[config.mk]
export PLATFORM = sky130hd
export DESIGN_NAME = adcmon_ctrl
export DESIGN_NICKNAME = d
export VERILOG_FILES = /design/src/design/adcmon_pkg.sv /design/src/design/adcmon_ctrl.sv
export SDC_FILE = /design/constraint.sdc
export NUM_CORES = 1
export LEC_CHECK = 0
export ABC_CLOCK_PERIOD_IN_PS = 2800
export BUFFER_PORTS_ARGS = -buffer_cell sky130_fd_sc_hd__buf_2
export CAP_MARGIN = 30
export CORE_AREA = 5 5 42 44
export CTS_BUF_LIST = sky130_fd_sc_hd__clkbuf_16
export CTS_CLUSTER_SIZE = 12
export DETAILED_ROUTE_END_ITERATION = 10
export DIE_AREA = 0 0 47 49
export HOLD_SLACK_MARGIN = 0.02
export PLACE_DENSITY = 0.55
export SYNTH_ARGS = -nofsm -noshare
export SYNTH_HDL_FRONTEND = slang
export SYNTH_SLANG_ARGS = --single-unit
[constraint.sdc]
create_clock -name i_clk -period 2.8 [get_ports i_clk]
set_clock_uncertainty 0.05 [all_clocks]
set_input_delay 0.14 -clock i_clk [delete_from_list [all_inputs] [get_ports i_clk]]
set_output_delay 0.14 -clock i_clk [all_outputs]
set_load 0.1 [all_outputs]
[src/design/adcmon_pkg.sv]
// ---------------------------------------------------------------------------
// ADC monitor package
// Shared widths, command and result codes, controller states and the
// command and status groups between controller and datapath.
// ---------------------------------------------------------------------------
package adcmon_pkg;

    localparam int FIELD_BITS = 16;
    localparam int TOTAL_BITS = 17;
    localparam int CMD_BITS   = 2;
    localparam int KIND_BITS  = 2;

    // input command codes
    localparam logic [CMD_BITS-1:0] CMD_SAMPLE = 2'd0;
    localparam logic [CMD_BITS-1:0] CMD_REPORT = 2'd1;
    localparam logic [CMD_BITS-1:0] CMD_SCAN   = 2'd2;

    // result kinds
    localparam logic [KIND_BITS-1:0] KIND_REPORT = 2'd0;
    localparam logic [KIND_BITS-1:0] KIND_RUN    = 2'd1;
    localparam logic [KIND_BITS-1:0] KIND_DONE   = 2'd2;

    typedef enum logic [2:0] {
        ST_CLEAR,
        ST_IDLE,
        ST_SCAN_START,
        ST_SKIP,
        ST_RUN
    } t_state;

    // commands from controller to datapath
    typedef struct packed {
        logic clear;          // write zero at clear counter, advance it
        logic sample;         // record the incoming sample
        logic report;         // load a stuck-bit report
        logic scan_begin;     // read map at scan position, load pointer
        logic step;           // advance pointer, read next code
        logic first_set;      // current code opens a missing run
        logic count;          // current code is missing
        logic emit_run_prev;  // run ends just before the current code
        logic emit_run_top;   // run ends at the top code
        logic emit_done;      // walk finished, give the total
    } t_dp_cmd;

    // status from datapath to controller
    typedef struct packed {
        logic clear_last;     // clear counter at the top code
        logic pos_end;        // scan position is past the top code
        logic ptr_top;        // pointer at the top code
        logic seen;           // map bit of the pointer's code
        logic out_busy;       // output holds a transaction not taken now
    } t_dp_status;

endpackage

[src/design/adcmon_ctrl.sv]
// ---------------------------------------------------------------------------
// ADC monitor controller
// Sequences the clearing pass, command acceptance and the map walk.
// ---------------------------------------------------------------------------
module adcmon_ctrl import adcmon_pkg::*; (
    input  logic                i_clk,
    input  logic                i_rst_n,
    input  logic                i_in_valid,
    input  logic [CMD_BITS-1:0] i_in_cmd,
    output logic                o_in_ready,
    input  t_dp_status          i_status,
    output t_dp_cmd             o_cmd
);

    t_state r_state;
    t_state n_state;

    // hold the state
    always_ff @(posedge i_clk) begin
        if (!i_rst_n) begin
            r_state <= ST_CLEAR;
        end else begin
            r_state <= n_state;
        end
    end

    // next state and commands
    always_comb begin
        n_state    = r_state;
        o_cmd      = '0;
        o_in_ready = 1'b0;
        case (r_state)
            ST_CLEAR: begin
                o_cmd.clear = 1'b1;
                if (i_status.clear_last) begin
                    n_state = ST_IDLE;
                end
            end
            ST_IDLE: begin
                o_in_ready = !i_status.out_busy;
                if (i_in_valid && !i_status.out_busy) begin
                    case (i_in_cmd)
                        CMD_SAMPLE: o_cmd.sample = 1'b1;
                        CMD_REPORT: o_cmd.report = 1'b1;
                        CMD_SCAN:   n_state = ST_SCAN_START;
                        default:    ;
                    endcase
                end
            end
            ST_SCAN_START: begin
                if (i_status.pos_end) begin
                    o_cmd.emit_done = 1'b1;
                    n_state         = ST_IDLE;
                end else begin
                    o_cmd.scan_begin = 1'b1;
                    n_state          = ST_SKIP;
                end
            end
            ST_SKIP: begin
                if (i_status.seen) begin
                    if (i_status.ptr_top) begin
                        o_cmd.emit_done = 1'b1;
                        n_state         = ST_IDLE;
                    end else begin
                        o_cmd.step = 1'b1;
                    end
                end else begin
                    o_cmd.first_set = 1'b1;
                    o_cmd.count     = 1'b1;
                    if (i_status.ptr_top) begin
                        o_cmd.emit_run_top = 1'b1;
                        n_state            = ST_IDLE;
                    end else begin
                        o_cmd.step = 1'b1;
                        n_state    = ST_RUN;
                    end
                end
            end
            ST_RUN: begin
                if (!i_status.seen) begin
                    o_cmd.count = 1'b1;
                    if (i_status.ptr_top) begin
                        o_cmd.emit_run_top = 1'b1;
                        n_state            = ST_IDLE;
                    end else begin
                        o_cmd.step = 1'b1;
                    end
                end else begin
                    o_cmd.emit_run_prev = 1'b1;
                    n_state             = ST_IDLE;
                end
            end
            default: begin
                n_state = ST_CLEAR;
            end
        endcase
    end

endmodule

Word level (Yosys, flattened, before mapping)
Cells that the tools add are included.
W data, S select, Z words.
- flip-flop bits (word level): 3
- input port bits: 10
- word-level logic and storage cells: 48
- equal/unequal tests: 9
- mux-type cells: 32
- reduce and logical (&&, ||, !) cells: 6
- operator list (operator ; count):
    $mux W3 ; 7
    $mux W1 ; 17
    $pmux W3 S5 ; 1
    $mux W2 ; 4
    $eq A3 B2 Y1 const B ; 2
    $pmux W1 S2 ; 3
    $ne A2 B2 Y1 const B ; 2
    $eq A3 B1 Y1 const B ; 1
    $eq A3 B3 Y1 const B ; 1
    $logic_not A3 Y1 ; 1
    $reduce_and A3 Y1 ; 1
    $eq A2 B1 Y1 const B ; 1
    $eq A2 B2 Y1 const B ; 1
    $logic_not A2 Y1 ; 1
    $ne A2 B1 Y1 const B ; 1
    $reduce_or A2 Y1 ; 1
    $logic_and A1 B1 Y1 ; 1
    $logic_not A1 Y1 ; 1

Longest topological paths before layout
Gate-level depths: netlist of the first run.
- depth in word-level cells: 4
- depth in mapped cells: 4

Worst setup path before layout of the first run
OpenSTA, ideal clock, no wires.
- kind: reg-to-output
- start point: register r_state[1]
- end point: output port o_cmd[4] (netlist bit)
- data arrival time: 2.904 ns
- required time: 2.610 ns
- path slack: -0.294 ns
- cell stages (with the launch flop): 4
- buffers on the path: 1
- path through: dfxtp_1 buf_6 or2b_1 nor3b_1
- RTL lines (what ; RTL line ; text):
    from (decl) ; adcmon_ctrl.sv:15 ; t_state r_state;
    from (signal assigned) ; adcmon_ctrl.sv:23 ; r_state <= n_state;
    to (decl) ; adcmon_ctrl.sv:12 ; output t_dp_cmd o_cmd

==> impl_results.md, run 1 <==
- Status: completed
- Core Area: 1400 um^2
- Reg with most FFs: r_state
- YS warnings: 0
- Row count: 14
- Initial DRC count: 10
- RSZ-0062 raised after global routing: false
- CTS resizes: 0
- Req. time, crit path: 2.61 ns
- DP Cell Count: 75
- Buffers on Ports: 20
- Post-CTS Setup Bufs: 0
- Rel. slew slack: 67.5%
- Initial Utilization: between 20 and 25%
- DRT Pass-1 Iters: 4
- Average instance area after synthesis: ~7.5 um^2
- FF+latch area: 60.1 um^2
- Remaining antenna violation count after routing: 0
- Filler cells: 168
- Startpoint types: flop
- Multi-input gate area: approximately 240 um^2
- Final TNS setup: 0 ns
- CTS tree: built
- Clock slew at reported path FFs: 0.03 ns
- Final hold viol count: 0
- Largest regs: r_state x3
- Crit path time final: 2.26 ns
- Hold buffer count at cts: 0
- Vias per cell: 4.77
- CP Cell Sequence: or3b_4 -> nor4b_2 -> and2b_1 -> buf_2
- Initial antenna violation count: 0
- First-pass GRT wire length: between 1500 and 2000 um
- Critical-path top delay cell: dfxtp_1
- Clk_lat worst skew: 0.22 ns
- Die X: 47 um
- Finished Layout Cells: 79
- CP Max Fanout: 14
- Area growth syn-to-layout: 62.6%
- Worst path max stage delay: 0.56 ns
- Final worst setup slack: around 0.54 ns
- Met2 usage: between 10% and 20%
- Detailed placer's ending HPWL: 696 um
- Crit. End Element: output pin
- Clk root buf: clkbuf_16
- WL/cell: 11.3 um
- Met3 Resource Use GR: 4.80%
- Register area share after synthesis: 19.1%
- Slew @ Worst Pin: 0.491 ns
- Diodes inserted: 0
- Max Slew Vio Count: 0
- Leak: 0.000257 uW
- Max FFs per register: 3
- Final setup fails: 0
- Die Y-Extent: 49 um
- RePlAce Congestion: 0.699
- Number of synthesized register bits: 3
- Die ar.: 2300 um^2
- Vias in the first global route: 364
- Peak supply drop: 315 uV
- H-Tree Depth: 1
- Ratio of cells with drive above 1 in the final layout: 49.2%
- Post-synthesis cell area: 314 um^2
- CTS Sinks: 3
- Largest net degree at the start of global routing: 15
- Power Density: 618 nW/um^2
- Place WS: approximately 0.75 ns
- Setup CP Type: reg -> out
- CTS Buf Count: 3
- Global route overflow: 0
- Number of distinct library cells after synthesis: 29
- Final Power: 315 uW
- DRC: 0
- Worst EP arrival: 2.07 ns
- Total number of vias: 377
- M1 GR Usage: 11.6%
- Clock buffer depth: 2
- Crit-path leading delay family: simple AND/OR/NAND/NOR gates
- Routed wire length: ~900 um
- Fin nets: 74
- # IOs: 21
- Mapped Cells: 42
- Busiest grt layer: met2
- HP Class: in -> reg
- Gr usage total: 9.14%
- Synthesized net count: 52
- Final Cycle Share: between 80% and 90%
- MaxCap Viol Count: 0
- CP bufs+invs: 1
- Fmax: approximately 0.44 GHz
==> cell families (layout without fill, tap and decap cells) <==
kind of cell,after synthesis,count (layout),share of synthesized area [%]
flip-flops,3,3,19.1
AND/OR/NAND/NOR,25,25,54.6
buffers and inverters,5,26,8.76
AO/OA/AOI/OAI,9,9,17.5
==> where the power goes <==
group          total [uW]  leakage, uW  internal [uW]  switching [uW]
Clock                 222    0.0000423            184            38.1
Combinational        44.9     0.000190           14.6            30.3
Sequential           48.2    0.0000245           44.3            3.89
==> synth_stat cells (all sizes together) <==
| cell type | n | share of area [%] |
|---|---|---|
| o21ai | 3 | 4.8 |
| or3 | 2 | 4.8 |
| and3 | 1 | 2.0 |
| dfxtp | 3 | 19 |
| nor3b | 1 | 2.4 |
| nand3b | 1 | 2.4 |
| nand2 | 1 | 1.2 |
| and2b | 1 | 2.4 |
| a31oi | 1 | 2.0 |
| nor2 | 3 | 3.6 |
| a21oi | 3 | 6.0 |
| clkbuf | 1 | 1.2 |
| inv | 2 | 2.4 |
| a22oi | 1 | 2.4 |
| nand3 | 2 | 3.2 |
| nor4bb | 1 | 3.2 |
| or2b | 1 | 2.4 |
| nor4 | 1 | 2.0 |
| or3b | 2 | 6.4 |
| nand2b | 1 | 2.0 |
| and2 | 3 | 6.0 |
| a21o | 1 | 2.4 |
| nor4b | 1 | 4.8 |
| nor3 | 2 | 3.2 |
| or4 | 1 | 2.8 |
| buf | 2 | 5.2 |
==> final timing paths <==
path,startpoint,end,slack (ns),depth (start not counted)
worst max register to register,r_state[1],r_state[1],1.36,3
worst max-delay path,r_state[0],o_cmd[8],0.54,4
worst min-delay path,i_rst_n,r_state[2],0.13,2
worst min register to register,r_state[2],r_state[1],0.57,1
==> layout by cell type (no fill, tap or decap), types with 2 or more instances in the layout <==
cell | synthesis | layout
a21oi_1 | 2 | 2
o21ai_0 | 3 | 3
dfxtp_1 | 3 | 3
inv_1 | 2 | 3
buf_2 | 1 | 20
nand3_1 | 2 | 2
and2_1 | 3 | 3
clkbuf_16 | 0 | 3
or3_2 | 2 | 2
nor2_1 | 3 | 3
==> routing by layer <==
metal / wire, um / share of wire, %
met4: 0 / 0
met5: 0 / 0
met1: 391 / 44
met3: 94 / 10
met2: 410 / 46
==> stage by stage <==
| stage | cell area [um^2] | hold slack, ns | util (%) |
|---|---|---|---|
| floorplan | 332 | 0.242 | - |
| global placement | 432 | 0.359 | 30.8 |
| detailed placement | 432 | 0.347 | 30.8 |
| CTS | 510 | 0.125 | 36.4 |
| global route | 510 | 0.127 | 36.4 |
| finish | 510 | 0.126 | 36.4 |
==> area by class of cell <==
type	count	area share, %
flip-flops and latches	3	11.8
clock buffers	3	14.7
multi-input cells	34	47.8
repair buffers	20	19.6
well taps	16	3.92
inverters	2	1.47
clock inverters	1	0.735
Note: power is estimated with default switching activity, not from simulation.
==> run 2: changes to the inputs <==
ABC_CLOCK_PERIOD_IN_PS = 2300   (was 2800)
clock period = 2.3 ns   (was 2.8 ns; I/O delays follow)
==> run 2 against run 1 <==
Effect of this change:
- total power grew 22%
- utilization grew 1.3 points
- first-iteration DRC count is the same
- worst hold slack lost 0.017 ns
- cell area grew 3.4%
- global-route usage shrank 0.42 points
- routed wire length shrank 3.9%
- critical endpoint unchanged
- clock power grew 21%
- die area is the same
==> impl_results.md, run 2 (synthesis results as in run 1) <==
- Status: completed
- Reg2reg path depth: 3
- Max FFs per register: 3
- RePlAce Congestion: 0.755
- Reg with most FFs: r_state
- DRC: 0
- Largest regs: r_state x3
- Startpoint types: flop
- Initial DRC count: 10
- Fmax: 0.481 GHz
- Final Cycle Share: 90.4%
- Fin area: 528 um^2
- Area growth syn-to-layout: 68.1%
- DRT Pass-1 Iters: 4
- HP Class: in -> reg
- FF-to-FF Start: r_state[1]
- Crit. End Element: output pin
- CTS tree: built
- # IOs: 21
- Final worst setup slack: between 0.2 and 0.25 ns
- Worst hold start: i_rst_n
- RSZ-0062 raised after global routing: false
- Global route overflow: 0
- Die Y-Extent: between 40 and 50 um
- Detailed placer's ending HPWL: 684 um
- Power Density: 730 nW/um^2
- Setup CP Type: reg -> out
- CTS Sinks: 3
- H-Tree Depth: 1
- Clk_lat worst skew: between 0.2 and 0.25 ns
- CP Max Fanout: 12
- Final hold viol count: 0
- Critical path startpoint: r_state[1]
- Clk root buf: clkbuf_16
- Remaining antenna violation count after routing: 0
- Finished Layout Cells: 80
- Buffers on Ports: 20
- Vias in the first global route: 381
- Worst hold path depth: 2
- Peak supply drop: approximately 420 uV
- Diodes inserted: 0
- Gr usage total: 8.72%
- Final setup fails: 0
- Place WS: 0.442 ns
- Initial Utilization: 22.4%
- Worst EP arrival: 1.91 ns
- WL/cell: 10.8 um
- Leak: 0.000265 uW
- Row count: 14
- Die ar.: about 2300 um^2
- Post-CTS Setup Bufs: 0
- Largest net degree at the start of global routing: 14
- Total number of vias: 370
- Slew @ Worst Pin: 0.489 ns
- DP Cell Count: 76
- Placed Area: ~450 um^2
- FF-to-FF End: r_state[1]
- Clock slew at reported path FFs: 0.03 ns
- MaxCap Viol Count: 0
- R2r setup slk: around 0.85 ns
- Req. time, crit path: 2.13 ns
- Fin nets: 75
- Hold buffer count at cts: 0
- Die X: 47 um
- Critical-path top delay cell: or3b_4
- Most common cell after layout, fill and taps aside: buf_2
- CP Cell Sequence: or3b_4 -> nor4b_2 -> and2b_1 -> buf_2
- Vias per cell: 4.63
- CTS resizes: 0
- Worst path max stage delay: 0.44 ns
- Crit path time final: 2.08 ns
- Final Power: 386 uW
- Rel. slew slack: between 60% and 70%
- Core Area: 1400 um^2
- Routed wire length: 861 um
- Clock buffer depth: 2
- CTS Buf Count: 3
- Max Slew Vio Count: 0
- Ratio of cells with drive above 1 in the final layout: 54.7%
- First-pass GRT wire length: 1520 um
- Hold Path End: r_state[2]
- Initial antenna violation count: 0
-- run 2: per-stage QoR --
step                hold slack (ns)  TNS (ns)  util [%]
floorplan                     0.217  -0.00658         -
global placement              0.351         0      32.1
detailed placement            0.340         0      32.1
CTS                           0.113         0      37.7
global route                  0.114         0      37.7
finish                        0.109         0      37.7
-- run 2: cell type report --
cell class	count	area, um^2
fillers	157	873
multi-input cells	34	254
repair buffers	21	108
clock buffers	3	75.1
flip-flops and latches	3	60.1
well taps	16	20.0
inverters	2	7.51
clock inverters	1	3.75
-- run 2: metal layers --
| metal | global-route usage, % | vias up | part of all wire, % |
|---|---|---|---|
| met2 | 11.5 | 17 | 43 |
| met4 | 4.15 | 0 | 0 |
| met3 | 4.43 | 0 | 11 |
| met5 | 0 | - | 0 |
| met1 | 11.4 | 158 | 46 |
| li1 | - | 195 | - |
-- run 2: worst max-delay path, delay by kind of cell (launching register included) --
kind,cells,cell delay [ns]
DFF,1,0.40
and+or+nand+nor,3,0.88
buffers and inverters,1,0.42
-- run 2: worst max path at each step --
stage               cells past startpoint  slack [ns]        to
floorplan                               3      -0.007  o_cmd[2]
global placement                        4        0.47  o_cmd[7]
detailed placement                      4        0.44  o_cmd[8]
CTS                                     4        0.20  o_cmd[8]
global route                            4        0.13  o_cmd[7]
finish                                  4        0.22  o_cmd[8]
-- run 2: power by group --
group,internal [uW],total [uW],switching [uW]
clock,224,269,45.5
sequential,53.9,54.9,1.03
combinational,19.7,61.1,41.4
